[config.mk]
export PLATFORM = sky130hd
export DESIGN_NAME = time_triggered_task_scheduler_core
export DESIGN_NICKNAME = d
export VERILOG_FILES = /design/src/hdl/ttts_pkg.sv /design/src/hdl/ttts_div.sv /design/src/hdl/ttts_table.sv /design/src/hdl/time_triggered_task_scheduler_core.sv
export SDC_FILE = /design/constraint.sdc
export NUM_CORES = 1
export LEC_CHECK = 0
export BUFFER_PORTS_ARGS = -buffer_cell sky130_fd_sc_hd__buf_4
export CORE_MARGIN = 2
export CORE_UTILIZATION = 62
export CTS_CLUSTER_DIAMETER = 120
export DETAILED_ROUTE_END_ITERATION = 6
export GPL_TIMING_DRIVEN = 0
export PLACE_DENSITY = 0.8
export SLEW_MARGIN = 20
export SYNTH_ARGS = -nofsm -noshare
export SYNTH_HDL_FRONTEND = slang
export SYNTH_SLANG_ARGS = --single-unit
[constraint.sdc]
create_clock -name i_clk -period 6.5 [get_ports i_clk]
set_input_delay 1.3 -clock i_clk [delete_from_list [all_inputs] [get_ports i_clk]]
set_output_delay 1.3 -clock i_clk [all_outputs]
set_load 0.005 [all_outputs]
[src/hdl/ttts_pkg.sv]
`default_nettype none
// ============================================================================
// Time-triggered task scheduler package
// Shared types, result codes and sizing constants for the scheduler core.
// ============================================================================
package ttts_pkg;

    // Sizing
    localparam int MAX_TASKS_DEF = 8;
    localparam int MAX_RESULTS   = 8;
    localparam int RES_CNT_W     = 4;
    localparam int TICK_W        = 64;
    localparam int PER_W         = 32;
    localparam int DIV_CNT_W     = 6;

    // Request types
    localparam logic REQ_REG  = 1'b0;
    localparam logic REQ_TICK = 1'b1;

    // Result kinds
    localparam logic [1:0] KIND_REG  = 2'd0;
    localparam logic [1:0] KIND_FIRE = 2'd1;
    localparam logic [1:0] KIND_IDLE = 2'd2;

    // Status codes
    localparam logic [1:0] ST_OK           = 2'd0;
    localparam logic [1:0] ST_NULL_HANDLER = 2'd1;
    localparam logic [1:0] ST_ZERO_PERIOD  = 2'd2;

    // Input word
    typedef struct packed {
        logic              req_type;
        logic [2:0]        slot;
        logic [PER_W-1:0]  period;
        logic [PER_W-1:0]  first_delay;
        logic              handler_present;
    } t_req;

    // Result word
    typedef struct packed {
        logic [1:0] result_kind;
        logic [2:0] task_slot;
        logic [1:0] status;
        logic       last;
    } t_result;

    // One task table entry
    typedef struct packed {
        logic [PER_W-1:0] period;
        logic [PER_W-1:0] delay;
    } t_entry;

    // Status returned by the modulo unit
    typedef struct packed {
        logic done;
        logic rem_zero;
    } t_div_stat;

endpackage
`default_nettype wire

[src/hdl/ttts_div.sv]
`default_nettype none
// ============================================================================
// Serial modulo unit
// Restoring division of the 64-bit tick count by a 32-bit period, one
// quotient bit per cycle; reports whether the remainder is zero.
// ============================================================================
module ttts_div (
    input  wire logic                         i_clk,
    input  wire logic                         i_rst_n,
    input  wire logic                         i_start,
    input  wire logic [ttts_pkg::TICK_W-1:0]  i_dividend,
    input  wire logic [ttts_pkg::PER_W-1:0]   i_divisor,
    output ttts_pkg::t_div_stat               o_stat
);
    import ttts_pkg::*;

    logic                 r_busy, n_busy;
    logic                 r_done, n_done;
    logic [DIV_CNT_W-1:0] r_cnt, n_cnt;
    logic [TICK_W-1:0]    r_dvd, n_dvd;
    logic [PER_W-1:0]     r_dvs, n_dvs;
    logic [PER_W-1:0]     r_rem, n_rem;
    logic [PER_W:0]       rem_sh;
    logic [PER_W:0]       rem_sub;

    // One restoring step: shift in the next dividend bit, subtract if it fits.
    always_comb begin
        rem_sh  = {r_rem, r_dvd[TICK_W-1]};
        rem_sub = rem_sh - {1'b0, r_dvs};
    end

    // Step sequencing
    always_comb begin
        n_busy = r_busy;
        n_done = 1'b0;
        n_cnt  = r_cnt;
        n_dvd  = r_dvd;
        n_dvs  = r_dvs;
        n_rem  = r_rem;
        if (i_start) begin
            n_busy = 1'b1;
            n_cnt  = '0;
            n_dvd  = i_dividend;
            n_dvs  = i_divisor;
            n_rem  = '0;
        end else if (r_busy) begin
            n_dvd = {r_dvd[TICK_W-2:0], 1'b0};
            n_cnt = r_cnt + 1'b1;
            if (rem_sh >= {1'b0, r_dvs}) begin
                n_rem = rem_sub[PER_W-1:0];
            end else begin
                n_rem = rem_sh[PER_W-1:0];
            end
            if (r_cnt == DIV_CNT_W'(TICK_W - 1)) begin
                n_busy = 1'b0;
                n_done = 1'b1;
            end
        end
    end

    always_ff @(posedge i_clk) begin
        if (!i_rst_n) begin
            r_busy <= 1'b0;
            r_done <= 1'b0;
            r_cnt  <= '0;
        end else begin
            r_busy <= n_busy;
            r_done <= n_done;
            r_cnt  <= n_cnt;
        end
    end

    always_ff @(posedge i_clk) begin
        r_dvd <= n_dvd;
        r_dvs <= n_dvs;
        r_rem <= n_rem;
    end

    assign o_stat.done     = r_done;
    assign o_stat.rem_zero = (r_rem == '0);

endmodule
`default_nettype wire

[src/hdl/ttts_table.sv]
`default_nettype none
// ============================================================================
// Task table
// Period and delay of every slot, one write port and one registered read.
// ============================================================================
module ttts_table #(
    parameter int DEPTH  = ttts_pkg::MAX_TASKS_DEF,
    parameter int ADDR_W = 3
) (
    input  wire logic              i_clk,
    input  wire logic              i_we,
    input  wire logic [ADDR_W-1:0] i_waddr,
    input  wire ttts_pkg::t_entry  i_wdata,
    input  wire logic [ADDR_W-1:0] i_raddr,
    output ttts_pkg::t_entry       o_rdata
);
    import ttts_pkg::*;

    t_entry r_mem [DEPTH];
    t_entry r_rdata;

    // Write port
    always_ff @(posedge i_clk) begin
        if (i_we) begin
            r_mem[i_waddr] <= i_wdata;
        end
    end

    // Registered read port
    always_ff @(posedge i_clk) begin
        r_rdata <= r_mem[i_raddr];
    end

    assign o_rdata = r_rdata;

endmodule
`default_nettype wire

[src/hdl/time_triggered_task_scheduler_core.sv]
`default_nettype none
// ============================================================================
// Time-triggered task scheduler core
// Priority-ordered task table with a global tick count. A registration word
// fills an empty slot; a tick word walks the slots and reports every task
// that fires on this tick.
// ============================================================================
//
// Channel   Direction  Handshake            Payload
// request   in         start high, busy low i_req    (t_req)
// result    out        o_strobe, one cycle  o_result (t_result)
//
// A registration's result follows in the next cycle and busy stays low.
// A tick walks all MAX_TASKS slots, reading (S_RD) and checking (S_CHK)
// each one, runs the serial modulo unit (S_DIV) for each valid slot whose
// delay has run out, and closes the tick in S_END.
// Reset is synchronous and clears the valid marks and the tick count; the
// table contents need no clearing. The receiver cannot stall the results.
// ============================================================================
module time_triggered_task_scheduler_core #(
    parameter int MAX_TASKS = ttts_pkg::MAX_TASKS_DEF
) (
    input  wire logic        i_clk,
    input  wire logic        i_rst_n,
    input  wire logic        start,
    output logic             busy,
    input  wire ttts_pkg::t_req i_req,
    output logic             o_strobe,
    output ttts_pkg::t_result o_result
);
    import ttts_pkg::*;

    localparam int IDX_W = (MAX_TASKS > 1) ? $clog2(MAX_TASKS) : 1;

    // Sequencer states
    localparam logic [2:0] S_IDLE = 3'd0;
    localparam logic [2:0] S_RD   = 3'd1;
    localparam logic [2:0] S_CHK  = 3'd2;
    localparam logic [2:0] S_DIV  = 3'd3;
    localparam logic [2:0] S_END  = 3'd4;

    logic [2:0]           r_state, n_state;
    logic [MAX_TASKS-1:0] r_valid, n_valid;
    logic [TICK_W-1:0]    r_tick, n_tick;
    logic [IDX_W-1:0]     r_idx, n_idx;
    logic                 r_pend, n_pend;
    logic [2:0]           r_pend_slot, n_pend_slot;
    logic [RES_CNT_W-1:0] r_nrep, n_nrep;
    logic                 r_strobe, n_strobe;
    t_result              r_res, n_res;

    logic                 accept;
    logic                 slot_in_range;
    logic [IDX_W-1:0]     reg_idx;
    logic                 tbl_we;
    logic [IDX_W-1:0]     tbl_waddr;
    t_entry               tbl_wdata;
    t_entry               tbl_rdata;
    logic                 div_start;
    t_div_stat            div_stat;
    logic                 last_slot;

    // Shared table and modulo unit
    ttts_table #(
        .DEPTH  (MAX_TASKS),
        .ADDR_W (IDX_W)
    ) u_table (
        .i_clk   (i_clk),
        .i_we    (tbl_we),
        .i_waddr (tbl_waddr),
        .i_wdata (tbl_wdata),
        .i_raddr (r_idx),
        .o_rdata (tbl_rdata)
    );

    ttts_div u_div (
        .i_clk      (i_clk),
        .i_rst_n    (i_rst_n),
        .i_start    (div_start),
        .i_dividend (r_tick),
        .i_divisor  (tbl_rdata.period),
        .o_stat     (div_stat)
    );

    assign busy          = (r_state != S_IDLE);
    assign accept        = start && !busy;
    assign slot_in_range = (7'(i_req.slot) < 7'(MAX_TASKS));
    assign reg_idx       = IDX_W'(i_req.slot);
    assign last_slot     = (r_idx == IDX_W'(MAX_TASKS - 1));

    // Sequencer and table update
    always_comb begin
        n_state     = r_state;
        n_valid     = r_valid;
        n_tick      = r_tick;
        n_idx       = r_idx;
        n_pend      = r_pend;
        n_pend_slot = r_pend_slot;
        n_nrep      = r_nrep;
        n_strobe    = 1'b0;
        n_res       = r_res;
        tbl_we      = 1'b0;
        tbl_waddr   = r_idx;
        tbl_wdata   = tbl_rdata;
        div_start   = 1'b0;

        case (r_state)
            S_IDLE: begin
                if (accept) begin
                    if (i_req.req_type == REQ_REG) begin
                        // Registration answers at once.
                        n_strobe          = 1'b1;
                        n_res.result_kind = KIND_REG;
                        n_res.task_slot   = i_req.slot;
                        n_res.last        = 1'b1;
                        if (!i_req.handler_present) begin
                            n_res.status = ST_NULL_HANDLER;
                        end else if (i_req.period == '0) begin
                            n_res.status = ST_ZERO_PERIOD;
                        end else begin
                            n_res.status = ST_OK;
                            if (slot_in_range && !r_valid[reg_idx]) begin
                                n_valid[reg_idx] = 1'b1;
                                tbl_we           = 1'b1;
                                tbl_waddr        = reg_idx;
                                tbl_wdata.period = i_req.period;
                                tbl_wdata.delay  = i_req.first_delay;
                            end
                        end
                    end else begin
                        n_idx   = '0;
                        n_pend  = 1'b0;
                        n_nrep  = '0;
                        n_state = S_RD;
                    end
                end
            end

            S_RD: begin
                // Table read of the current slot lands at this edge.
                n_state = S_CHK;
            end

            S_CHK: begin
                if (r_valid[r_idx] && tbl_rdata.delay == '0) begin
                    div_start = 1'b1;
                    n_state   = S_DIV;
                end else begin
                    if (r_valid[r_idx]) begin
                        tbl_we          = 1'b1;
                        tbl_wdata.delay = tbl_rdata.delay - 1'b1;
                    end
                    if (last_slot) begin
                        n_state = S_END;
                    end else begin
                        n_idx   = r_idx + 1'b1;
                        n_state = S_RD;
                    end
                end
            end

            S_DIV: begin
                if (div_stat.done) begin
                    // A fire is held back one step so the final one can carry last.
                    if (div_stat.rem_zero && r_nrep < RES_CNT_W'(MAX_RESULTS)) begin
                        if (r_pend) begin
                            n_strobe          = 1'b1;
                            n_res.result_kind = KIND_FIRE;
                            n_res.task_slot   = r_pend_slot;
                            n_res.status      = ST_OK;
                            n_res.last        = 1'b0;
                        end
                        n_pend      = 1'b1;
                        n_pend_slot = 3'(r_idx);
                        n_nrep      = r_nrep + 1'b1;
                    end
                    if (last_slot) begin
                        n_state = S_END;
                    end else begin
                        n_idx   = r_idx + 1'b1;
                        n_state = S_RD;
                    end
                end
            end

            S_END: begin
                // Close the tick with the held fire or an empty marker.
                n_strobe     = 1'b1;
                n_res.status = ST_OK;
                n_res.last   = 1'b1;
                if (r_pend) begin
                    n_res.result_kind = KIND_FIRE;
                    n_res.task_slot   = r_pend_slot;
                end else begin
                    n_res.result_kind = KIND_IDLE;
                    n_res.task_slot   = 3'd0;
                end
                n_tick  = r_tick + 1'b1;
                n_state = S_IDLE;
            end

            default: begin
                n_state = S_IDLE;
            end
        endcase
    end

    // Control registers
    always_ff @(posedge i_clk) begin
        if (!i_rst_n) begin
            r_state  <= S_IDLE;
            r_valid  <= '0;
            r_tick   <= '0;
            r_idx    <= '0;
            r_pend   <= 1'b0;
            r_nrep   <= '0;
            r_strobe <= 1'b0;
        end else begin
            r_state  <= n_state;
            r_valid  <= n_valid;
            r_tick   <= n_tick;
            r_idx    <= n_idx;
            r_pend   <= n_pend;
            r_nrep   <= n_nrep;
            r_strobe <= n_strobe;
        end
    end

    // Payload registers
    always_ff @(posedge i_clk) begin
        r_pend_slot <= n_pend_slot;
        r_res       <= n_res;
    end

    assign o_strobe = r_strobe;
    assign o_result = r_res;

`ifndef SYNTHESIS
    // The final word of an item appears only once the block is idle again.
    a_last_when_idle: assert property (@(posedge i_clk) disable iff (!i_rst_n)
        o_strobe |-> (busy == !o_result.last))
        else $error("last flag does not match sequencer state");

    // An empty marker is always the single, final word of its tick.
    a_idle_marker: assert property (@(posedge i_clk) disable iff (!i_rst_n)
        (o_strobe && o_result.result_kind == KIND_IDLE) |->
            (o_result.last && o_result.task_slot == 3'd0 && $past(r_state) == S_END))
        else $error("empty marker malformed");

    // The tick count moves only when a tick closes.
    a_tick_advance: assert property (@(posedge i_clk) disable iff (!i_rst_n)
        (r_tick != $past(r_tick)) |-> (o_strobe && o_result.last &&
            o_result.result_kind != KIND_REG))
        else $error("tick count changed outside a tick");
`endif

endmodule
`default_nettype wire

# == Yosys cells after proc, flatten, opt, wreduce, memory -nomap -nowiden ==
# Memory sizes are Yosys's and may differ from the RTL's. A register that Yosys moved wholly into a read port is not among the register bits.
# Index checks and enable logic that the tools add are counted.
# word_totals
wordCells,148
ff_bits,231
out_inout_bits,10
memories,1
ram_bits,512
in_bits,72
# memory_table
memory,words,width,rd,rd_ports_with_merged_regs,write_ports,line,source
u_table.r_mem,8,64,1,1,1,ttts_table.sv:19,t_entry r_mem [DEPTH];
# op_classes
eq_ne,13
order_cmp,5
add_sub_neg,6
reduce_logical,22
bitwise_logic,6
n_mux,77
# ops
op,count
64-bit two-way mux,7
32-bit two-way mux,4
32-bit logical NOT,3
64-bit by 1-bit adder with 64-bit output (second input constant),1
32-bit case mux with 2 select lines,1
3-bit two-way mux,16
8-bit two-way mux,5
33-bit by 32-bit >= comparator with 1-bit output,1
32-bit by 1-bit subtractor with 32-bit output (second input constant),1
32-bit subtractor,1
1-bit two-way mux,27
8-bit case mux with 3 select lines,1
4-bit two-way mux,4
2-bit != test (second input constant),6
3-bit case mux with 4 select lines,1
6-bit AND reduction,2
5-bit AND reduction,2
3-bit case mux with 3 select lines,1
3-bit nonzero test,3
3-bit by 4-bit < comparator with 1-bit output (second input constant),2
8-bit bitwise OR,1
4-bit case mux with 2 select lines,1
6-bit by 1-bit adder with 6-bit output (second input constant),1
1-bit binary-select mux with 3-bit select,2
other kinds (22),35

# == Depth between registers and ports, before layout ==
# Gate-level depths: netlist of the first run.
# depth
word_depth,10
depth_mapped,13
mapped_depth_nobuf,12

# == Modules after synthesis ==
# From an unflattened synthesis of the first run, not the netlist that was laid out.
# hier_totals
hier_cells,2255
hier_area_um2,34099.0
# modules_own_cells
module,area_per_inst_um2,instances,seq_area_each_um2,cells_per_inst
ttts_table,20547.2,1,16656.0,816
ttts_div,7258.2,1,3683.5,637
time_triggered_task_scheduler_core,6293.5,1,2011.9,802

# == Worst setup path before layout of the first run ==
# OpenSTA, ideal clock, no wires.
# synth_timing
path_kind,input port to flip-flop
from,in i_req[67] (netlist name)
to,"mem u_table.r_mem[7][0] (netlist name), enable pin"
n_path_buf,3
slack_ns,0.440
path_stages,9
t_arrival_ns,5.574
t_required_ns,6.014
setup_ns,0.486
path_cell_list,clkbuf_1 nor2b_1 a22o_1 a21oi_1 and4b_1 clkbuf_1 clkbuf_1 a22oi_1 nor2_1
# synth_between
elab_chain_cells,10
word_cells_on_any_way,16
classes_between,mux: 16
# synth_lines
item,line,source
start: declaration,time_triggered_task_scheduler_core.sv:27,"input wire ttts_pkg::t_req i_req,"
1-bit binary-select mux with 3-bit select,time_triggered_task_scheduler_core.sv:122,if (slot_in_range && !r_valid[reg_idx]) begin
1-bit two-way mux (implied by the code),time_triggered_task_scheduler_core.sv:122,
1-bit two-way mux,time_triggered_task_scheduler_core.sv:122,
1-bit two-way mux,time_triggered_task_scheduler_core.sv:118,end else if (i_req.period == '0) begin
1-bit two-way mux,time_triggered_task_scheduler_core.sv:116,if (!i_req.handler_present) begin
1-bit two-way mux,time_triggered_task_scheduler_core.sv:110,if (i_req.req_type == REQ_REG) begin
1-bit two-way mux,time_triggered_task_scheduler_core.sv:109,if (accept) begin
1-bit case mux with 2 select lines,time_triggered_task_scheduler_core.sv:107,case (r_state)
1-bit two-way mux,ttts_table.sv:24,if (i_we) begin
1-bit two-way mux (implied by the code),ttts_table.sv:25,r_mem[i_waddr] <= i_wdata;
end: declaration,ttts_table.sv:19,
# Several ways; a longest one is shown, not always the timed one. The select of a mux whose other input is x is not followed.

# == Final worst setup path of the first run ==
# layout_timing
from,in i_req[33] (netlist name)
to,"mem u_table.r_mem[5][47] (netlist name), enable pin"
# layout_between
elab_chain_cells,8
word_cells_on_any_way,13
classes_between,mux: 12; reduce/logical: 1
# layout_lines
item,line
32-bit logical NOT (*),time_triggered_task_scheduler_core.sv:118
1-bit two-way mux,time_triggered_task_scheduler_core.sv:118
1-bit two-way mux,time_triggered_task_scheduler_core.sv:116
1-bit two-way mux,time_triggered_task_scheduler_core.sv:110
1-bit two-way mux,time_triggered_task_scheduler_core.sv:109
1-bit case mux with 2 select lines,time_triggered_task_scheduler_core.sv:107
1-bit two-way mux,ttts_table.sv:24
1-bit two-way mux (implied by the code),ttts_table.sv:25
# Mark *: on every way between the ends. The rest lies on a longest branch, timed or not.

==> results of run 1 <==
[power by group through the flow]
stage | logic, mW | registers [mW] | clock network [mW]
floorplan | 0.407 | 5.73 | 0
CTS | 0.597 | 5.64 | 4.63
finish | 0.611 | 5.64 | 4.60
detailed placement | 0.590 | 5.75 | 0
global placement | 0.562 | 5.75 | 0
global route | 0.662 | 5.64 | 4.85
[cell type report]
class / count / area, um^2 / share of cell area [%]
plain buffers: 106 / 428 / 1.11
clock buffers: 106 / 2230 / 5.80
clock inverters: 43 / 387 / 1.00
inverters: 57 / 214 / 0.556
multi-input cells: 1402 / 10700 / 27.8
flip-flops and latches: 807 / 22400 / 58.0
well taps: 696 / 871 / 2.26
repair buffers: 110 / 1310 / 3.41
[metrics by stage]
step / hold slack (ns) / worst slack (ns)
2_1_floorplan: 0.408 / 0.440
3_3_place_gp: 0.418 / -3.50
3_5_place_dp: 0.425 / 0.878
4_1_cts: 0.438 / 1.44
5_1_grt: 0.450 / 1.34
6_report: 0.440 / 1.22
[metal layers]
| layer | vias to the layer above | track usage, % |
|---|---|---|
| met5 | - | 0 |
| met4 | 0 | 13.0 |
| met3 | 270 | 5.63 |
| met2 | 1321 | 48.7 |
| met1 | 10600 | 39.8 |
| li1 | 9335 | - |
[worst reg2reg max path: stages (launching register included)]
cell and delay (ns):
dfxtp_1 0.35, or3_4 0.43, or4_4 0.54, nor3_1 0.60, a21oi_1 0.32, and2_1 0.33
a22oi_1 0.84, nor2_4 0.36, buf_16 0.28, buf_16 0.17
[logic make-up after synthesis]
group / Yosys count / synth area share (%)
xor gates and xnor gates: 85 / 2.21
muxes: 228 / 11.9
adders and majority gates: 39 / 1.47
and+or+nand+nor: 762 / 10.8
DFF: 807 / 66.5
buffers and inverters: 163 / 1.91
AOI/OAI and AO/OA: 288 / 5.27
[cell usage after synthesis (5+ instances only)]
cell | number | area (um^2)
o211ai_1 | 23 | 173
inv_1 | 57 | 214
o21ai_1 | 9 | 45.0
nor4_1 | 25 | 156
a21o_1 | 9 | 67.6
nor2b_1 | 21 | 131
a21boi_0 | 14 | 105
o311ai_0 | 11 | 96.3
nand2b_1 | 7 | 43.8
buf_1 | 15 | 56.3
ha_1 | 38 | 475
edfxtp_1 | 619 | 18600
mux2i_1 | 32 | 320
mux4_2 | 130 | 2930
nand4_1 | 28 | 175
nor3_1 | 26 | 130
nor3b_1 | 8 | 60.1
clkbuf_1 | 72 | 270
a21oi_1 | 87 | 435
or3_1 | 23 | 144
nor2_1 | 66 | 248
or4_1 | 5 | 37.5
xnor2_1 | 65 | 569
buf_2 | 18 | 90.1
nand3_1 | 54 | 270
nand2_1 | 387 | 1450
xor2_1 | 20 | 175
a31oi_1 | 11 | 68.8
dfxtp_1 | 188 | 3760
mux2_2 | 66 | 743
and2_1 | 62 | 388
and4_1 | 7 | 61.3
and3_1 | 21 | 131
o21a_1 | 8 | 60.1
o21ai_0 | 76 | 380
[final timing paths]
kind,from,endpoint
max reg2reg,u_table.o_rdata[20],u_table.r_mem[7][42]
max,i_req[33],u_table.r_mem[5][47]
min reg2reg,u_table.o_rdata[59],u_div.r_dvs[27]
min,u_table.o_rdata[59],u_div.r_dvs[27]
[flip-flops by register name (all words and copies together), names as in the netlist]
name	flops
r_pend	1
r_nrep	4
u_table.r_mem	512
r_valid	8
r_tick	64
r_idx	3
u_div.r_busy	1
u_table.o_rdata	64
u_div.r_done	1
u_div.r_dvd	64
u_div.r_cnt	6
o_strobe	1
u_div.r_dvs	32
r_state	3
u_div.r_rem	32
o_result	8
r_pend_slot	3
==> flow_metrics.py, run 1 <==
metrics = {
    "detailed_routing": {
        "num_vias": 21500,
        "met1_length_um": 31200,
        "wl_met3_um": 8080,
        "drt_iter0_drc": 2767,
        "drc": 4,
        "routed_via_density": 6.46,
        "wl_um": 82400,
        "drt-pass1-iter-count": 7,
        "wire_per_inst_um": 24.8,
        "top_layer": "met4",
        "drtAntennaViolNets": 0,
        "wl_met2_um": 39600,
    },
    "grt": {
        "grt_overflow": 0,
        "grt_pass1_vias": 21600,
        "track_usage_pct": 29.9,
        "antenna_found_initial": 0,
        "grt_max_degree": 41,
        "grt_pass1_wl_um": 127000,
    },
    "run": {
        "drv_cap": 0,
    },
    "synthesis": {
        "synth_flop_cell": "edfxtp_1",
        "synth.avg_cell_area_um2": 14.2,
        "syn_area_mm2": 0.0336,
        "ys_seq_elements": 807,
        "yosys_warnings": 0,
        "yosysSeqAreaShare_pct": 66.5,
        "synth_edf_count": 619,
        "async_reset_ff_share_pct": 0,
        "ys_types": 72,
        "synthesis.nets": 2483,
        "syn_inst": 2372,
    },
    "power_and_ir_drop": {
        "swShare_pct": 22.3,
        "p_int_mw": 8.44,
        "pwr-share-seq_pct": 52.0,
        "peakVddDrop_mv": 0.239,
        "pwr-share-comb_pct": 5.6,
        "p_leak_nw": 13.3,
        "power_frac_clock_pct": 42.4,
        "p_total_mw": 10.9,
        "p_per_area_mw_per_mm2": 282,
        "switchingPower_mw": 2.42,
    },
    "timing": {
        "setup_viol": 0,
        "slew_headroom_pct": 29.8,
        "fin_worst_skew_ns": 0.0200,
        "rsz0062_at_grt": "false",
        "hold_viol_final": 0,
        "worst_slew_pin_slew_ns": 1.05,
        "finalCriticalPeriod_ns": 5.28,
        "fmax_mhz": 190,
        "finalCritPeriodShare_pct": 81.2,
        "tns_ns": 0,
        "drv_slew": 0,
    },
    "die": {
        "dieArea_mm2": 0.0561,
        "dieWidth_um": 237,
        "io_pins": 82,
        "die_y_um": 237,
        "start_util_pct": 62.6,
        "core_area_mm2": 0.0537,
        "rows": 85,
    },
    "clock_tree": {
        "cts.clk_slew.worst_paths_ns": 0.06,
        "post_cts_buffers": 0,
        "max-clock-path-buffers": 3,
        "cts.sinks": 807,
        "cts_hold_buf": 0,
        "cts_root_buffer": "clkbuf_16",
        "cts_tree": "yes",
        "postCtsResizedCells": 0,
        "numCtsBuffers": 80,
        "cts-htree-levels": 3,
        "clk_latency_ns": 0.63,
    },
    "place": {
        "dp_cells": 3176,
        "place_hpwl_um": 53700,
        "io_buffers": 80,
        "gp_congestion": 0.934,
        "placed_area_mm2": 0.0359,
    },
    "layout": {
        "layout.nets": 2675,
        "nFillCells": 3142,
        "area_delta_synth_final_pct": 14.5,
        "final_cell_mix": "edfxtp_1 (619), nand2_1 (386), dfxtp_1 (188)",
        "instances_no_fill": 3327,
        "diodes": 0,
        "post-route-util_pct": 71.7,
        "finish.instance_area_mm2": 0.0385,
        "drive_above_1_share_pct": 18.0,
        "final_common_cell": "edfxtp_1",
    },
    "setup_path": {
        "path_cells": "buf_4 > nor4_1 > nand4_1 > nor2_1 > and4b_1 > clkbuf_1 > clkbuf_1 > nor3b_1 > a21oi_1 > nor2_4 > buf_12 > buf_12",
        "cp-start-kind": "primary input",
        "worstSetupPathType": "in -> reg",
        "critPathMaxStageDelay_ns": 0.65,
        "path_depth": 12,
        "crit_buf_inv": 5,
        "path_max_fanout": 20,
        "crit_family": "simple AND/OR/NAND/NOR gates",
        "reg2reg_depth": 9,
        "r2r_slack_ns": 2.01,
        "crit_required_ns": 6.82,
        "cp_slowest_cell": "nor2_1",
        "endpoint_kind": "flop",
        "worstPathArrival_ns": 5.59,
    },
    "status": {
        "run_status": "complete, but fails checks",
        "violations": "design-rule violations",
    },
    "min_path": {
        "hold_path_depth": 0,
        "min_path_type": "reg -> reg",
    },
}
Note: power is estimated with default switching activity, not from simulation.
==> run 2: changes to the inputs <==
--- a/config.mk
+++ b/config.mk
@@ -7,11 +7,11 @@
 export LEC_CHECK = 0
 export BUFFER_PORTS_ARGS = -buffer_cell sky130_fd_sc_hd__buf_4
 export CORE_MARGIN = 2
-export CORE_UTILIZATION = 62
+export CORE_UTILIZATION = 56
 export CTS_CLUSTER_DIAMETER = 120
 export DETAILED_ROUTE_END_ITERATION = 6
 export GPL_TIMING_DRIVEN = 0
-export PLACE_DENSITY = 0.8
+export PLACE_DENSITY = 0.76
 export SLEW_MARGIN = 20
 export SYNTH_ARGS = -nofsm -noshare
 export SYNTH_HDL_FRONTEND = slang
==> constraint.sdc (replaced) <==
create_clock -name i_clk -period 4.6 [get_ports i_clk]
set_input_delay 0.92 -clock i_clk [delete_from_list [all_inputs] [get_ports i_clk]]
set_output_delay 0.92 -clock i_clk [all_outputs]
set_load 0.005 [all_outputs]
==> flow_metrics.py, run 2 (synthesis gave the netlist of run 1 again) <==
metrics = {
    "place": {
        "io_buffers": 80,
        "gp_congestion": 0.914,
        "dp_cells": 3255,
        "dp_slack_ns": -0.692,
        "place_hpwl_um": 53900,
        "placed_area_mm2": 0.0360,
    },
    "grt": {
        "grt_max_degree": 36,
        "track_usage_pct": 26.2,
        "grt_pass1_vias": 21500,
        "grt_pass1_wl_um": 124000,
        "antenna_found_initial": 2,
        "grt_overflow": 0,
    },
    "setup_path": {
        "crit_family": "simple AND/OR/NAND/NOR gates",
        "endpoint_kind": "flop",
        "crit_required_ns": 4.94,
        "crit_path_start": "i_req[57]",
        "cp-start-kind": "primary input",
        "crit_buf_inv": 5,
        "reg2reg_depth": 11,
        "path_cells": "buf_4 > nor4_1 > nand4_1 > nor2_2 > and4b_1 > clkbuf_1 > clkbuf_1 > nor3b_1 > a21oi_1 > nor2_4 > buf_16 > buf_16",
        "r2r_slack_ns": 0.16,
        "r2r-start": "u_table.o_rdata[20]",
        "r2r_end": "u_table.r_mem[6][15]",
        "worstSetupPathType": "in -> reg",
        "path_max_fanout": 16,
        "worstPathArrival_ns": 4.83,
        "critPathMaxStageDelay_ns": 0.79,
        "cp_slowest_cell": "nor4_1",
        "path_depth": 12,
        "cp-endpoint": "u_table.r_mem[4][10]",
    },
    "layout": {
        "drive_above_1_share_pct": 18.2,
        "instances_no_fill": 3408,
        "final_common_cell": "edfxtp_1",
        "final_cell_mix": "edfxtp_1 (619), nand2_1 (386), dfxtp_1 (188)",
        "layout.nets": 2676,
        "nFillCells": 3990,
        "largest_reg_flops": 512,
        "finish.instance_area_mm2": 0.0388,
        "area_delta_synth_final_pct": 15.2,
        "regMostFlops": "u_table.r_mem",
    },
    "timing": {
        "fmax_mhz": 223,
        "layout_setup_ws_ns": 0.112,
        "worst_slew_pin_slew_ns": 1.05,
        "setup_viol": 0,
        "fin_worst_skew_ns": 0.0243,
        "finalCritPeriodShare_pct": 97.6,
        "finalCriticalPeriod_ns": 4.49,
        "tns_ns": 0,
        "hold_viol_final": 0,
        "slew_headroom_pct": 29.3,
        "drv_slew": 0,
    },
    "detailed_routing": {
        "drtAntennaViolNets": 0,
        "wl_um": 81500,
        "drt-pass1-iter-count": 6,
        "drc": 0,
        "wire_per_inst_um": 23.9,
        "routed_via_density": 6.22,
        "drt_iter0_drc": 2515,
        "num_vias": 21200,
    },
    "clock_tree": {
        "cts.sinks": 807,
        "cts.clk_slew.worst_paths_ns": 0.06,
        "max-clock-path-buffers": 3,
        "cts_tree": "yes",
        "cts_hold_buf": 0,
        "postCtsResizedCells": 1,
        "post_cts_buffers": 0,
        "cts-htree-levels": 3,
        "numCtsBuffers": 81,
        "clk_latency_ns": 0.65,
        "cts_root_buffer": "clkbuf_16",
    },
    "power_and_ir_drop": {
        "p_per_area_mw_per_mm2": 403,
        "p_leak_nw": 13.3,
        "peakVddDrop_mv": 0.287,
        "p_total_mw": 15.6,
    },
    "die": {
        "start_util_pct": 56.8,
        "dieWidth_um": 249,
        "rows": 89,
        "dieArea_mm2": 0.0620,
        "die_y_um": 249,
        "io_pins": 82,
        "core_area_mm2": 0.0592,
    },
    "status": {
        "run_status": "completed",
    },
    "run": {
        "drv_cap": 0,
    },
    "min_path": {
        "min_path_type": "reg -> reg",
    },
}
run 2: cell count changes in the layout (fill, tap and decap cells not counted), sizes merged:
cell | previous run | this run
inv | 62 | 61
clkinvlp | 1 | 3
clkinv | 33 | 15
clkbuf | 180 | 194
bufinv | 4 | 7
buf | 142 | 144
diode | 0 | 2
run 2: cell type report:
class	instances	area [um^2]	area share, %
inverters	57	214	0.552
diodes	2	5.00	0.0129
repair buffers	110	1300	3.36
flip-flops and latches	807	22400	57.7
clock buffers	122	2340	6.04
plain buffers	106	430	1.11
multi-input cells	1402	10700	27.6
clock inverters	29	429	1.11
well taps	773	967	2.50
run 2: metrics by stage:
step	util (%)	hold WS (ns)
after floorplan	-	0.408
after global placement	59.5	0.420
after detailed placement	60.7	0.418
after CTS	65.4	0.444
after global routing	65.4	0.461
final	65.4	0.444
run 2: routing by layer:
layer / vias up / track usage (%) / part of all wire, %
li1: 9330 / - / -
met3: 184 / 4.44 / 8.7
met1: 10600 / 34.2 / 39
met2: 1079 / 43.7 / 49
met4: 0 / 11.2 / 3.5
met5: - / 0 / 0
run 2: worst register-to-register path: cells and delay by family, from the launching register on:
family          cells  cell delay, ns
compound gates      1            0.26
simple gates        7            3.00
flops               1            0.36
buf+inv             3            0.57
run 2: power breakdown:
part	switching, mW	internal, mW	leakage [nW]
clock	2.83	3.96	1.34
sequential	0.0693	7.90	7.13
combinational	0.521	0.342	4.88
total	3.42	12.2	13.3
run 2: how the worst min path moves through the flow:
stage / start / endpoint / slack (ns) / cells after the start
detailed placement: u_table.o_rdata[57] / u_div.r_dvs[25] / 0.42 / 0
global route: u_table.o_rdata[61] / u_div.r_dvs[29] / 0.46 / 0
global placement: u_table.o_rdata[59] / u_div.r_dvs[27] / 0.42 / 0
CTS: u_table.o_rdata[61] / u_div.r_dvs[29] / 0.44 / 0
floorplan: u_table.o_rdata[32] / u_div.r_dvs[0] / 0.41 / 0
finish: u_table.o_rdata[53] / u_div.r_dvs[21] / 0.44 / 0
